## src/hw/rtl/sdfm_pkg.sv

```systemverilog
`default_nettype none
// ----------------------------------------------------------------------------
// sdfm_pkg
// Shared constants, types and the hue colour function for the frame modulator.
// ----------------------------------------------------------------------------
package sdfm_pkg;

   localparam int unsigned FramePixelsDefault = 37;
   localparam int unsigned HueScale = 224;
   localparam int unsigned HueSegment = 43;
   localparam int unsigned HueStep = 6;
   localparam logic [7:0] FullScale = 8'd255;

   typedef enum logic [1:0] {
      MODE_NONE = 2'd0,
      MODE_DIST = 2'd1,
      MODE_SWAY = 2'd2
   } mode_type;

   typedef enum logic [1:0] {
      FIX_OTHER = 2'd0,
      FIX_HEX = 2'd1,
      FIX_DOWN = 2'd2,
      FIX_UNUSED = 2'd3
   } fixture_type;

   typedef enum logic [2:0] {
      REG_NEAR = 3'd0,
      REG_MAX = 3'd1,
      REG_CLOSE = 3'd2,
      REG_MID = 3'd3,
      REG_FAR = 3'd4,
      REG_SWAY = 3'd5,
      REG_FIXTURE = 3'd6,
      REG_SWAY_EN = 3'd7
   } reg_type;

   typedef enum logic [2:0] {
      ST_LOAD,
      ST_HUE_DIV,
      ST_MODIFY,
      ST_NORM_DIV,
      ST_EMIT
   } state_type;

   typedef struct packed {
      logic [15:0] near_mm;
      logic [15:0] max_mm;
      logic [15:0] close_mm;
      logic [15:0] mid_mm;
      logic [15:0] far_ring_mm;
      logic [15:0] sway_trigger_mg;
      logic [1:0]  fixture_kind;
      logic        sway_enable;
   } cfg_type;

   typedef struct packed {
      logic        start;
      logic [23:0] dividend;
      logic [15:0] divisor;
   } div_req_type;

   typedef struct packed {
      logic        busy;
      logic        done;
      logic [23:0] quotient;
   } div_rsp_type;

   // hue (0..255) to rgb packed as {b, g, r}
   function automatic logic [23:0] hue_rgb(input logic [7:0] hue);
      logic [2:0] seg;
      logic [7:0] rem;
      logic [7:0] q;
      logic [23:0] res;
      if (hue < 8'd43) seg = 3'd0;
      else if (hue < 8'd86) seg = 3'd1;
      else if (hue < 8'd129) seg = 3'd2;
      else if (hue < 8'd172) seg = 3'd3;
      else if (hue < 8'd215) seg = 3'd4;
      else seg = 3'd5;
      rem = 8'((hue - 8'(seg) * 8'(HueSegment)) * 8'(HueStep));
      q = FullScale - rem;
      case (seg)
         3'd0: res = {8'd0, rem, FullScale};
         3'd1: res = {8'd0, FullScale, q};
         3'd2: res = {rem, FullScale, 8'd0};
         3'd3: res = {FullScale, q, 8'd0};
         3'd4: res = {FullScale, 8'd0, rem};
         default: res = {q, 8'd0, FullScale};
      endcase
      return res;
   endfunction

endpackage : sdfm_pkg
`default_nettype wire

```

## src/hw/rtl/sensor_driven_frame_modulator_top.sv

```systemverilog
`default_nettype none
// ----------------------------------------------------------------------------
// sensor_driven_frame_modulator_top
// Frame store with distance hue and sway normalisation, shared serial divider.
// ----------------------------------------------------------------------------
// Pixels are taken one a cycle into a frame store while the block is in its
// load state. The frame_end word starts processing: a distance effect costs one
// 24-bit divide for the hue plus one pass over the frame, sway normalisation
// costs one 24-bit divide per channel of each pixel, and emission gives one word
// a cycle when not stalled. The block takes no input from frame_end until the
// last pixel has been delivered. The single divider and the one-port frame
// store set this pace.
module sensor_driven_frame_modulator_top #(
   parameter int unsigned FRAME_PIXELS = sdfm_pkg::FramePixelsDefault
) (
   input  wire logic        clock,
   input  wire logic        reset,
   input  wire logic        req_valid,
   output logic             req_stall,
   input  wire logic [7:0]  req_red_in,
   input  wire logic [7:0]  req_green_in,
   input  wire logic [7:0]  req_blue_in,
   input  wire logic [7:0]  req_white_in,
   input  wire logic [1:0]  req_pixel_ring,
   input  wire logic        req_frame_end,
   input  wire logic        req_range_valid,
   input  wire logic [15:0] req_range_mm,
   input  wire logic        req_sway_valid,
   input  wire logic [15:0] req_sway_mg,
   output logic             rsp_valid,
   input  wire logic        rsp_stall,
   output logic [7:0]       rsp_red_out,
   output logic [7:0]       rsp_green_out,
   output logic [7:0]       rsp_blue_out,
   output logic [7:0]       rsp_white_out,
   output logic             rsp_last_pixel,
   output logic [1:0]       rsp_applied_mode,
   input  wire logic        psel,
   input  wire logic        penable,
   input  wire logic        pwrite,
   input  wire logic [4:0]  paddr,
   input  wire logic [31:0] pwdata,
   output logic [31:0]      prdata,
   output logic             pready
);
   import sdfm_pkg::*;

   localparam int unsigned CW = $clog2(FRAME_PIXELS + 1);
   localparam int unsigned AW = (FRAME_PIXELS > 1) ? $clog2(FRAME_PIXELS) : 1;

   cfg_type     cfg;
   div_req_type dreq;
   div_rsp_type drsp;

   sdfm_csr u_csr (
      .clock, .reset, .psel, .penable, .pwrite, .paddr, .pwdata, .prdata,
      .pready, .cfg
   );
   sdfm_div u_div (.clock, .reset, .req(dreq), .rsp(drsp));

   logic [31:0] pix_mem [FRAME_PIXELS];
   logic [1:0]  ring_mem [FRAME_PIXELS];

   state_type   state_ff, state_in;
   logic [CW-1:0] count_ff, count_in;
   logic [7:0]  peak_ff, peak_in;
   logic [CW-1:0] idx_ff, idx_in;
   logic [1:0]  chan_ff, chan_in;
   logic        issued_ff, issued_in;
   logic [1:0]  mode_ff, mode_in;
   logic [15:0] dist_ff, dist_in;
   logic [1:0]  top_ff, top_in;
   logic [23:0] rgb_ff, rgb_in;
   logic [31:0] work_ff, work_in;

   // frame store port, one access a cycle
   logic        mem_we;
   logic [AW-1:0] mem_addr;
   logic [31:0] mem_wdata;
   logic [1:0]  mem_wring;
   logic [31:0] rd_pix_ff;
   logic [1:0]  rd_ring_ff;
   logic        rd_ok_ff, rd_ok_in;

   logic        acc;
   logic [7:0]  in_peak;
   logic [31:0] in_word;
   logic        full;
   logic [CW-1:0] n_frame;
   logic        dist_ok, hex_ok, down_ok, sway_ok;
   logic        out_ok;
   logic [7:0]  ch_val;
   logic [15:0] span;

   assign full = (count_ff == CW'(FRAME_PIXELS));
   assign req_stall = (state_ff != ST_LOAD);
   assign acc = req_valid && !req_stall;
   assign in_word = {req_white_in, req_blue_in, req_green_in, req_red_in};

   // frame size once the current word is stored
   assign n_frame = full ? count_ff : count_ff + CW'(1);

   always_comb begin
      in_peak = peak_ff;
      if (req_red_in > in_peak) in_peak = req_red_in;
      if (req_green_in > in_peak) in_peak = req_green_in;
      if (req_blue_in > in_peak) in_peak = req_blue_in;
      if (req_white_in > in_peak) in_peak = req_white_in;
      if (full) in_peak = peak_ff;
   end

   assign span = cfg.max_mm - cfg.near_mm;
   assign dist_ok = req_range_valid && (req_range_mm >= cfg.near_mm)
                    && (req_range_mm <= cfg.max_mm);
   assign hex_ok = (cfg.fixture_kind == FIX_HEX) && (n_frame == CW'(FRAME_PIXELS));
   assign down_ok = (cfg.fixture_kind == FIX_DOWN) && (n_frame == CW'(1));
   assign sway_ok = cfg.sway_enable && req_sway_valid && (req_sway_mg >= cfg.sway_trigger_mg)
                    && (in_peak != FullScale);

   always_comb begin
      case (chan_ff)
         2'd0: ch_val = rd_pix_ff[7:0];
         2'd1: ch_val = rd_pix_ff[15:8];
         2'd2: ch_val = rd_pix_ff[23:16];
         default: ch_val = rd_pix_ff[31:24];
      endcase
   end

   assign out_ok = (state_ff == ST_EMIT) && rd_ok_ff;

   // next state
   always_comb begin
      state_in = state_ff;
      case (state_ff)
         ST_LOAD: begin
            if (acc && req_frame_end) begin
               if (in_peak != 8'd0 && dist_ok && (hex_ok || down_ok)) state_in = ST_HUE_DIV;
               else if (in_peak != 8'd0 && sway_ok) state_in = ST_NORM_DIV;
               else state_in = ST_EMIT;
            end
         end
         ST_HUE_DIV: if (issued_ff && drsp.done) state_in = ST_MODIFY;
         ST_MODIFY: if (rd_ok_ff && idx_ff == count_ff - CW'(1)) state_in = ST_EMIT;
         ST_NORM_DIV: begin
            if (drsp.done && chan_ff == 2'd3 && idx_ff == count_ff - CW'(1))
               state_in = ST_EMIT;
         end
         ST_EMIT: begin
            if (out_ok && !rsp_stall && rsp_last_pixel) state_in = ST_LOAD;
         end
         default: state_in = ST_LOAD;
      endcase
   end

   // datapath and outputs
   always_comb begin
      count_in = count_ff;
      peak_in = peak_ff;
      idx_in = idx_ff;
      chan_in = chan_ff;
      issued_in = 1'b0;
      mode_in = mode_ff;
      dist_in = dist_ff;
      top_in = top_ff;
      rgb_in = rgb_ff;
      work_in = work_ff;
      rd_ok_in = 1'b0;
      mem_we = 1'b0;
      mem_addr = idx_ff[AW-1:0];
      mem_wdata = work_ff;
      mem_wring = req_pixel_ring;
      dreq = '0;
      case (state_ff)
         ST_LOAD: begin
            if (acc) begin
               if (!full) begin
                  mem_we = 1'b1;
                  mem_addr = count_ff[AW-1:0];
                  mem_wdata = in_word;
                  count_in = count_ff + CW'(1);
               end
               peak_in = in_peak;
               if (req_frame_end) begin
                  idx_in = '0;
                  chan_in = 2'd0;
                  dist_in = req_range_mm;
                  mode_in = MODE_NONE;
                  if (req_range_mm <= cfg.close_mm) top_in = 2'd0;
                  else if (req_range_mm <= cfg.mid_mm) top_in = 2'd1;
                  else if (req_range_mm <= cfg.far_ring_mm) top_in = 2'd2;
                  else top_in = 2'd3;
                  if (in_peak != 8'd0 && dist_ok && (hex_ok || down_ok)) begin
                     mode_in = MODE_DIST;
                     dreq.start = 1'b1;
                     dreq.dividend = 24'((req_range_mm - cfg.near_mm) * 24'(HueScale));
                     dreq.divisor = span;
                     issued_in = 1'b1;
                  end else if (in_peak != 8'd0 && sway_ok) begin
                     mode_in = MODE_SWAY;
                  end
               end
            end
         end
         ST_HUE_DIV: begin
            issued_in = issued_ff;
            if (drsp.done) begin
               rgb_in = hue_rgb((span == 16'd0) ? 8'd0 : drsp.quotient[7:0]);
               rd_ok_in = 1'b1;
            end
         end
         ST_MODIFY: begin
            rd_ok_in = 1'b1;
            if (rd_ok_ff) begin
               mem_we = 1'b1;
               if (cfg.fixture_kind == FIX_DOWN)
                  mem_wdata = (dist_ff <= cfg.close_mm) ? {FullScale, 24'd0} : {8'd0, rgb_ff};
               else
                  mem_wdata = (rd_ring_ff <= top_ff) ? {8'd0, rgb_ff} : 32'd0;
               idx_in = idx_ff + CW'(1);
               mem_addr = idx_ff[AW-1:0];
               rd_ok_in = 1'b0;
               if (idx_ff == count_ff - CW'(1)) idx_in = '0;
            end
         end
         ST_NORM_DIV: begin
            // issue per channel once the pixel word is read back
            if (!rd_ok_ff && !drsp.busy && !drsp.done && !issued_ff) begin
               rd_ok_in = 1'b1;
            end else if (rd_ok_ff && !issued_ff) begin
               dreq.start = 1'b1;
               dreq.dividend = {8'd0, 16'(ch_val) * 16'(FullScale)};
               dreq.divisor = {8'd0, peak_ff};
               issued_in = 1'b1;
               rd_ok_in = 1'b1;
            end else if (issued_ff) begin
               issued_in = !drsp.done;
               rd_ok_in = rd_ok_ff;
               if (drsp.done) begin
                  case (chan_ff)
                     2'd0: work_in[7:0] = drsp.quotient[7:0];
                     2'd1: work_in[15:8] = drsp.quotient[7:0];
                     2'd2: work_in[23:16] = drsp.quotient[7:0];
                     default: work_in[31:24] = drsp.quotient[7:0];
                  endcase
                  chan_in = chan_ff + 2'd1;
                  if (chan_ff == 2'd3) begin
                     mem_we = 1'b1;
                     mem_wdata = {drsp.quotient[7:0], work_ff[23:0]};
                     rd_ok_in = 1'b0;
                     idx_in = (idx_ff == count_ff - CW'(1)) ? '0 : idx_ff + CW'(1);
                  end
               end
            end
         end
         ST_EMIT: begin
            rd_ok_in = rd_ok_ff;
            if (!rd_ok_ff) rd_ok_in = 1'b1;
            else if (!rsp_stall) begin
               if (rsp_last_pixel) begin
                  rd_ok_in = 1'b0;
                  count_in = '0;
                  peak_in = '0;
                  idx_in = '0;
               end else begin
                  idx_in = idx_ff + CW'(1);
                  mem_addr = idx_in[AW-1:0];
               end
            end
         end
         default: ;
      endcase
   end

   always_ff @(posedge clock) begin
      if (mem_we) begin
         pix_mem[mem_addr] <= mem_wdata;
         if (state_ff == ST_LOAD) ring_mem[mem_addr] <= mem_wring;
      end
      rd_pix_ff <= pix_mem[mem_addr];
      rd_ring_ff <= ring_mem[mem_addr];
   end

   always_ff @(posedge clock) begin
      if (reset) begin
         state_ff <= ST_LOAD;
         count_ff <= '0;
         peak_ff <= '0;
         idx_ff <= '0;
         chan_ff <= '0;
         issued_ff <= 1'b0;
         rd_ok_ff <= 1'b0;
      end else begin
         state_ff <= state_in;
         count_ff <= count_in;
         peak_ff <= peak_in;
         idx_ff <= idx_in;
         chan_ff <= chan_in;
         issued_ff <= issued_in;
         rd_ok_ff <= rd_ok_in;
      end
      mode_ff <= mode_in;
      dist_ff <= dist_in;
      top_ff <= top_in;
      rgb_ff <= rgb_in;
      work_ff <= work_in;
   end

   // read data is registered; in emit it is held steady while stalled
   assign rsp_valid = out_ok;
   assign rsp_red_out = rd_pix_ff[7:0];
   assign rsp_green_out = rd_pix_ff[15:8];
   assign rsp_blue_out = rd_pix_ff[23:16];
   assign rsp_white_out = rd_pix_ff[31:24];
   assign rsp_last_pixel = (idx_ff == count_ff - CW'(1));
   assign rsp_applied_mode = mode_ff;

`ifndef ASSERT_OFF
   a_count_bound: assert property (@(posedge clock) disable iff (reset)
      count_ff <= CW'(FRAME_PIXELS))
      else $error("pixel count beyond frame size");
   a_emit_nonempty: assert property (@(posedge clock) disable iff (reset)
      state_ff == ST_EMIT |-> count_ff != '0)
      else $error("emitting empty frame");
   a_stall_busy: assert property (@(posedge clock) disable iff (reset)
      state_ff != ST_LOAD |-> req_stall)
      else $error("accepting while busy");
   a_done_clears: assert property (@(posedge clock) disable iff (reset)
      rsp_valid && !rsp_stall && rsp_last_pixel |=> count_ff == '0 && peak_ff == '0)
      else $error("frame state not cleared");
`endif
endmodule : sensor_driven_frame_modulator_top
`default_nettype wire

```

## src/hw/rtl/sdfm_div.sv

```systemverilog
`default_nettype none
// ----------------------------------------------------------------------------
// sdfm_div
// Shared restoring divider, one quotient bit per cycle.
// ----------------------------------------------------------------------------
module sdfm_div (
   input  wire logic                 clock,
   input  wire logic                 reset,
   input  wire sdfm_pkg::div_req_type req,
   output sdfm_pkg::div_rsp_type     rsp
);
   import sdfm_pkg::*;

   logic [23:0] quo_ff, quo_in;
   logic [16:0] rem_ff, rem_in;
   logic [4:0]  cnt_ff, cnt_in;
   logic        busy_ff, busy_in;
   logic        done_ff, done_in;
   logic [15:0] dsr_ff, dsr_in;
   logic [16:0] trial;

   always_comb begin
      quo_in = quo_ff;
      rem_in = rem_ff;
      cnt_in = cnt_ff;
      busy_in = busy_ff;
      done_in = 1'b0;
      dsr_in = dsr_ff;
      trial = {rem_ff[15:0], quo_ff[23]};
      if (req.start) begin
         quo_in = req.dividend;
         rem_in = '0;
         dsr_in = req.divisor;
         cnt_in = 5'd0;
         busy_in = 1'b1;
      end else if (busy_ff) begin
         if (trial >= {1'b0, dsr_ff}) begin
            rem_in = trial - {1'b0, dsr_ff};
            quo_in = {quo_ff[22:0], 1'b1};
         end else begin
            rem_in = trial;
            quo_in = {quo_ff[22:0], 1'b0};
         end
         cnt_in = cnt_ff + 5'd1;
         if (cnt_ff == 5'd23) begin
            busy_in = 1'b0;
            done_in = 1'b1;
         end
      end
   end

   always_ff @(posedge clock) begin
      if (reset) begin
         busy_ff <= 1'b0;
         done_ff <= 1'b0;
         cnt_ff <= '0;
      end else begin
         busy_ff <= busy_in;
         done_ff <= done_in;
         cnt_ff <= cnt_in;
      end
      quo_ff <= quo_in;
      rem_ff <= rem_in;
      dsr_ff <= dsr_in;
   end

   assign rsp.busy = busy_ff;
   assign rsp.done = done_ff;
   assign rsp.quotient = quo_ff;

`ifndef ASSERT_OFF
   a_done_after_busy: assert property (@(posedge clock) disable iff (reset)
      done_ff |-> !busy_ff && $past(busy_ff))
      else $error("divider done without run");
   a_cnt_bound: assert property (@(posedge clock) disable iff (reset)
      busy_ff |-> cnt_ff <= 5'd23)
      else $error("divider count overrun");
   a_done_pulse: assert property (@(posedge clock) disable iff (reset)
      done_ff |=> !done_ff)
      else $error("divider done held");
`endif
endmodule : sdfm_div
`default_nettype wire

```

## src/hw/rtl/sdfm_csr.sv

```systemverilog
`default_nettype none
// ----------------------------------------------------------------------------
// sdfm_csr
// Configuration register file behind the apb-style port.
// ----------------------------------------------------------------------------
module sdfm_csr (
   input  wire logic        clock,
   input  wire logic        reset,
   input  wire logic        psel,
   input  wire logic        penable,
   input  wire logic        pwrite,
   input  wire logic [4:0]  paddr,
   input  wire logic [31:0] pwdata,
   output logic [31:0]      prdata,
   output logic             pready,
   output sdfm_pkg::cfg_type cfg
);
   import sdfm_pkg::*;

   cfg_type cfg_ff, cfg_in;
   logic    wr;
   reg_type idx;

   assign idx = reg_type'(paddr[4:2]);
   assign wr = psel && penable && pwrite;

   always_comb begin
      cfg_in = cfg_ff;
      if (wr) begin
         case (idx)
            REG_NEAR:    cfg_in.near_mm = pwdata[15:0];
            REG_MAX:     cfg_in.max_mm = pwdata[15:0];
            REG_CLOSE:   cfg_in.close_mm = pwdata[15:0];
            REG_MID:     cfg_in.mid_mm = pwdata[15:0];
            REG_FAR:     cfg_in.far_ring_mm = pwdata[15:0];
            REG_SWAY:    cfg_in.sway_trigger_mg = pwdata[15:0];
            REG_FIXTURE: cfg_in.fixture_kind = pwdata[1:0];
            default:     cfg_in.sway_enable = pwdata[0];
         endcase
      end
   end

   always_comb begin
      case (idx)
         REG_NEAR:    prdata = {16'd0, cfg_ff.near_mm};
         REG_MAX:     prdata = {16'd0, cfg_ff.max_mm};
         REG_CLOSE:   prdata = {16'd0, cfg_ff.close_mm};
         REG_MID:     prdata = {16'd0, cfg_ff.mid_mm};
         REG_FAR:     prdata = {16'd0, cfg_ff.far_ring_mm};
         REG_SWAY:    prdata = {16'd0, cfg_ff.sway_trigger_mg};
         REG_FIXTURE: prdata = {30'd0, cfg_ff.fixture_kind};
         default:     prdata = {31'd0, cfg_ff.sway_enable};
      endcase
   end

   always_ff @(posedge clock) begin
      if (reset) begin
         cfg_ff.near_mm <= 16'd100;
         cfg_ff.max_mm <= 16'd1500;
         cfg_ff.close_mm <= 16'd300;
         cfg_ff.mid_mm <= 16'd600;
         cfg_ff.far_ring_mm <= 16'd900;
         cfg_ff.sway_trigger_mg <= 16'd100;
         cfg_ff.fixture_kind <= FIX_OTHER;
         cfg_ff.sway_enable <= 1'b1;
      end else begin
         cfg_ff <= cfg_in;
      end
   end

   assign pready = 1'b1;
   assign cfg = cfg_ff;
endmodule : sdfm_csr
`default_nettype wire
```

## config.mk

```make
export PLATFORM = sky130hd
export DESIGN_NAME = sensor_driven_frame_modulator_top
export DESIGN_NICKNAME = d
export VERILOG_FILES = /design/src/hw/rtl/sdfm_pkg.sv /design/src/hw/rtl/sensor_driven_frame_modulator_top.sv /design/src/hw/rtl/sdfm_div.sv /design/src/hw/rtl/sdfm_csr.sv
export SDC_FILE = /design/constraint.sdc
export NUM_CORES = 2
export LEC_CHECK = 0
export BUFFER_PORTS_ARGS = -buffer_cell sky130_fd_sc_hd__buf_2
export CORE_MARGIN = 10
export CORE_UTILIZATION = 31
export DETAILED_ROUTE_END_ITERATION = 12
export GPL_TIMING_DRIVEN = 1
export HOLD_SLACK_MARGIN = 0.03
export PLACE_DENSITY = 0.41
export SETUP_SLACK_MARGIN = 0.4
export SYNTH_ARGS = -nofsm -noshare
export SYNTH_HDL_FRONTEND = slang
export SYNTH_HIERARCHICAL = 1
export SYNTH_SLANG_ARGS = --single-unit
```

## constraint.sdc

```tcl
create_clock -name clock -period 13.15 [get_ports clock]
set_clock_uncertainty 0.2 [all_clocks]
set_input_delay 1.9725 -clock clock [delete_from_list [all_inputs] [get_ports clock]]
set_output_delay 1.9725 -clock clock [all_outputs]
set_load 0.01 [all_outputs]
```

Yosys cells after proc, flatten, opt, wreduce, memory -nomap -nowiden:

Memory sizes are Yosys's and may differ from the RTL's. A register that Yosys moved wholly into a read port is not among the register bits.
Index checks and enable logic that the tools add are counted.

* $mul: 4
* multiplexer cells: 121
* add/sub/neg operators: 10
* bitwise operators: 5
* magnitude comparators: 18
* reductions and logical operators: 67
* eq/ne operators: 43

Operator list (number)
* $mux W32: 10
* $mux W41: 5
* $mux W6: 21
* $pmux W24 S5: 1
* $pmux W16 S7: 1
* $pmux W32 S3: 1
* $pmux W41 S2: 1
* $le A16 B16 Y1: 5
* $mux W8: 10
* $mux W24: 3
* $mux W3: 13
* $mux W1: 37
* $ge A16 B16 Y1: 2
* $gt A8 B8 Y1: 4
* $sub A16 B16 Y16: 2
* $ne A2 B2 Y1 const B: 14
* $logic_and A1 B1 Y1: 25
* $lt A8 B8 Y1 const B: 3
* $mul A24 B3 Y19 const B: 1
* $pmux W6 S2: 2
* $pmux W6 S4: 1
* $pmux W8 S3: 1
* $reduce_and A6 Y1: 4
* $reduce_and A2 Y1: 10
* other kinds (51): 91

* bits of input ports: 113
* memories: 2
* RAM bits: 1258
* word-level logic and storage cells: 300
* register bits: 265

Memories
* pix_mem: depth 37, bits a word 32, read ports 1, clocked after Yosys merged registers in 1, write ports 1, line sensor_driven_frame_modulator_top.sv:61 `logic [31:0] pix_mem [FRAME_PIXELS];`
* ring_mem: depth 37, bits a word 2, read ports 1, clocked after Yosys merged registers in 1, write ports 1, line sensor_driven_frame_modulator_top.sv:62 `logic [1:0] ring_mem [FRAME_PIXELS];`

Longest topological paths before layout:

* depth in word-level cells: 17
* gate-level depth with buffers: 46

By module:

Netlist, hierarchy kept.

By module, submodules not included
* sensor_driven_frame_modulator_top: area each 61724.2 um^2, cells an instance 4364, sequential area each 41279.6 um^2, instances 1
* sdfm_csr: area each 4755.8 um^2, cells an instance 506, sequential area each 1981.9 um^2, instances 1
* sdfm_div: area each 3394.5 um^2, cells an instance 308, sequential area each 1661.6 um^2, instances 1

Least setup slack after synthesis:

Ideal clock, no wire load.

* path type: input port to flip-flop
* from: input req_red_in[1]
* to: register u_div.quo_ff[0], enable pin
* slack: 1.968 ns
* cell stages on the path: 40
* setup time: 0.358 ns
* arrival: 10.624 ns
* path buffers: 3
* cell sequence: ha_1 nor2b_4 o211ai_2 a21oi_2 o21ai_1 mux2_2 inv_1 ha_1 nand4_1 nor3_1 o21ai_0 o311a_2 nand2_2 mux2i_1 ha_1 and2_1 a221oi_1 o21ai_0 [... 4 more ...] o311a_1 ha_1 o21ai_0 a21oi_1 o21bai_1 a21o_1 nand2_1 o21bai_1 a211oi_1 a211oi_1 nor2_1 nor4b_4 nor3_4 buf_6 or2_1 clkbuf_1 clkbuf_1 or2_2

RTL lines
* from (decl): line sensor_driven_frame_modulator_top.sv:20 `input wire logic [7:0] req_red_in,`
* to (signal assigned): line sdfm_div.sv:62 `quo_ff <= quo_in;`
* to (decl): line sdfm_div.sv:14 `logic [23:0] quo_ff, quo_in;`

==> results.yml <==
global_routing:
  grt_pass1_vias: 45434
  gr-usage-all-layers_pct: 19.1
  grt_max_degree: 113
  antenna_found_initial: 10
  gr-total-overflow: 0
  grt_pass1_wl_mm: 343
clocking:
  numCtsBuffers: 173
  postCtsResizedCells: 0
  htreeDepth: 4
  cts_tree: "built"
  cts_hold_buf: 0
  cts_setup_buffers: 0
  cts_root_buf: "clkbuf_16"
  path_clk_slew_ns: 0.05
  worstSkewPairLatency_ns: 0.84
  cts.sinks: 1557
  cts_buffer_depth: 3
setup_path:
  crit_type: "input port to register"
  end_kind: "register"
  cp-start-kind: "input port"
  crit_path_top_delay_cell: "or2_2"
  cp_common_cell: "ha_1"
  slowest_delay_ns: 0.63
  arrival_ns: 12.11
  worst-endpoint-required_ns: 13.35
  r2r-start: "peak_ff[3]"
  crit_start: "req_red_in[0]"
  worstPathMaxFanout: 24
layout:
  seq_area_mm2: 0.0449
  fin_nets: 5752
  multi_input_area_mm2: 0.0229
  drive_gt1_share_pct: 12.4
  fillCellCount: 21857
  final_area_mm2: 0.0799
  synthToLayoutAreaGrowth_pct: 14.4
sta:
  setup_viol: 0
  tightestPinTransition_ns: 1.32
  period_needed_ns: 11.90
  clock.fmax_mhz: 84.0
  maxSlewViolCount: 0
  rsz0062_at_grt: "no"
  post-route-period-util_pct: 90.5
  worst_slack_ns: 1.25
  tns_ns: 0
  whs_ns: 0.296
  hold_viol_final: 0
  relSlewSlack_pct: 12.1
synthesis:
  yosys.cell_count.top_type: "edfxtp_1"
  synth_ff_type: "edfxtp_1"
  yosys_warnings: 6
  synth_top_area_cell: "edfxtp_1"
  synth_cells: 5178
  synth_top_area_share_pct: 59.0
  synth_edf_count: 1374
  ys_types: 109
  synth_area_leaders: "edfxtp_1, dfxtp_1, ha_1, a22oi_1, mux2i_1"
  syn_area_per_cell_um2: 13.5
  ys_seq_elements: 1557
  seq_area_frac_synth_pct: 64.3
  synthTopCellsByCount: "edfxtp_1, a22oi_1, inv_1, ha_1, a21oi_1"
  netlist_area_mm2: 0.0699
  async_reset_ff_share_pct: 0
placed_design:
  hpwl_mm: 145
  gp_congestion: 0.822
  pre_cts_slack_ns: 0.0840
  numPortBuffers: 147
  dpl_cell_area_mm2: 0.0744
routing:
  first_pass_iters: 8
  wl_per_cell_um: 28.6
  drcViolationCount: 0
  routed-via-count: 45479
  vias_per_cell: 5.37
  drt_iter0_drc: 3832
  ant_nets: 0
  drt_wl_total_mm: 242
power:
  cellPowerDensity_mw_per_mm2: 176
  peakVddDrop_mv: 0.180
  power.leakage_uw: 0.0274
die:
  start_util_pct: 31.1
  ioPinCount: 183
  fp.coreArea_mm2: 0.224
  die_w_um: 495
  num_rows: 174
  die_h_um: 495
  die_area_mm2: 0.245
outcome:
  outcome: "finished clean"
min_path:
  min-delay-start: "u_div/cnt_ff[4]"
  hold_path_class: "register to register"
flow_run:
  drv_cap: 0
## worst max-delay path: cells and delay by family
family | cells | cell delay, ns
AOI/OAI and AO/OA | 18 | 3.96
adders and majority gates | 4 | 1.08
buffers and inverters | 3 | 0.37
muxes | 3 | 0.99
and+or+nand+nor | 12 | 3.67
## layout make-up
class	count	area share [%]
sequential	1557	56.2
clock inverter	62	0.856
inverter	303	1.42
tap	2992	4.68
antenna	1	0.00313
multi-input combinational	3019	28.6
clock buffer	259	6.02
timing repair buffer	275	2.18
## where the power goes
group | internal [uW] | switching, uW
sequential | 5580 | 114
combinational | 1410 | 2240
clock | 2620 | 2080
## state kept, by name, indices dropped and copies added (netlist names)
| register | flops |
|---|---|
| pix_mem | 1184 |
| u_csr/cfg | 99 |
| ring_mem | 74 |
| rd_pix_ff | 32 |
| work_ff | 32 |
| rgb_ff | 24 |
| u_div/quo_ff | 24 |
| dist_ff | 16 |
| u_div/dsr_ff | 16 |
| u_div/rem_ff | 16 |
| peak_ff | 8 |
| count_ff | 6 |
| idx_ff | 6 |
| u_div/cnt_ff | 5 |
| state_ff | 3 |
| chan_ff | 2 |
| rd_ring_ff | 2 |
| rsp_applied_mode | 2 |
| top_ff | 2 |
| issued_ff | 1 |
| rd_ok_ff | 1 |
| u_div/busy_ff | 1 |
| u_div/done_ff | 1 |
## path summary, 6_finish.rpt
| path | endpoint | slack (ns) | cells after the start |
|---|---|---|---|
| max | u_div/quo_ff[1] | 1.25 | 40 |
| min | u_div/done_ff | 0.30 | 2 |
| max reg2reg | u_div/quo_ff[1] | 1.94 | 38 |
| min reg2reg | u_div/done_ff | 0.30 | 2 |
## logic make-up (layout without fill, tap and decap cells)
family                     count (synthesis)  after routing  share of synthesized area, %
AOI/OAI and AO/OA                       1516           1516                          15.6
DFF                                     1557           1557                          64.3
xor gates and xnor gates                  91             91                          1.14
and+or+nand+nor                          908            909                          6.55
other                                      2             18                        0.0107
buffers and inverters                    618            899                          3.69
muxes                                    176            176                          2.64
adders and majority gates                310            310                          6.12
## cells in the final DEF, fill, tap and decap left out, types with 70 or more instances in the layout
cell and n:
nor2_1 171, edfxtp_1 1374, dfxtp_1 183, buf_2 147, a22o_1 139, clkbuf_1 70
ha_1 257, buf_4 124, a22oi_1 394, a31oi_1 128, mux2i_1 130, nor3_1 149
o21ai_0 132, a21oi_1 220, inv_1 301, nand2_1 211, a221oi_1 109, clkbuf_16 173
## metrics by stage
| stage | util, % | total power [uW] | instances |
|---|---|---|---|
| after floorplan | - | 8350 | 5193 |
| after global placement | 33.2 | 9450 | 8145 |
| after detailed placement | 33.2 | 9440 | 8145 |
| after CTS | 35.6 | 14200 | 8466 |
| after global routing | 35.6 | 14800 | 8467 |
| final | 35.6 | 14000 | 8468 |
## metal layers
metal  GRT usage [%]  vias to the layer above  part of all wire [%]
li1                -                    20518                     -
met1            26.5                    23440                    45
met2            31.5                     1230                    47
met3            3.19                      289                   5.3
met4            4.15                        2                   2.1
met5               0                        -                0.0054
Note: power is estimated with default switching activity, not from simulation.
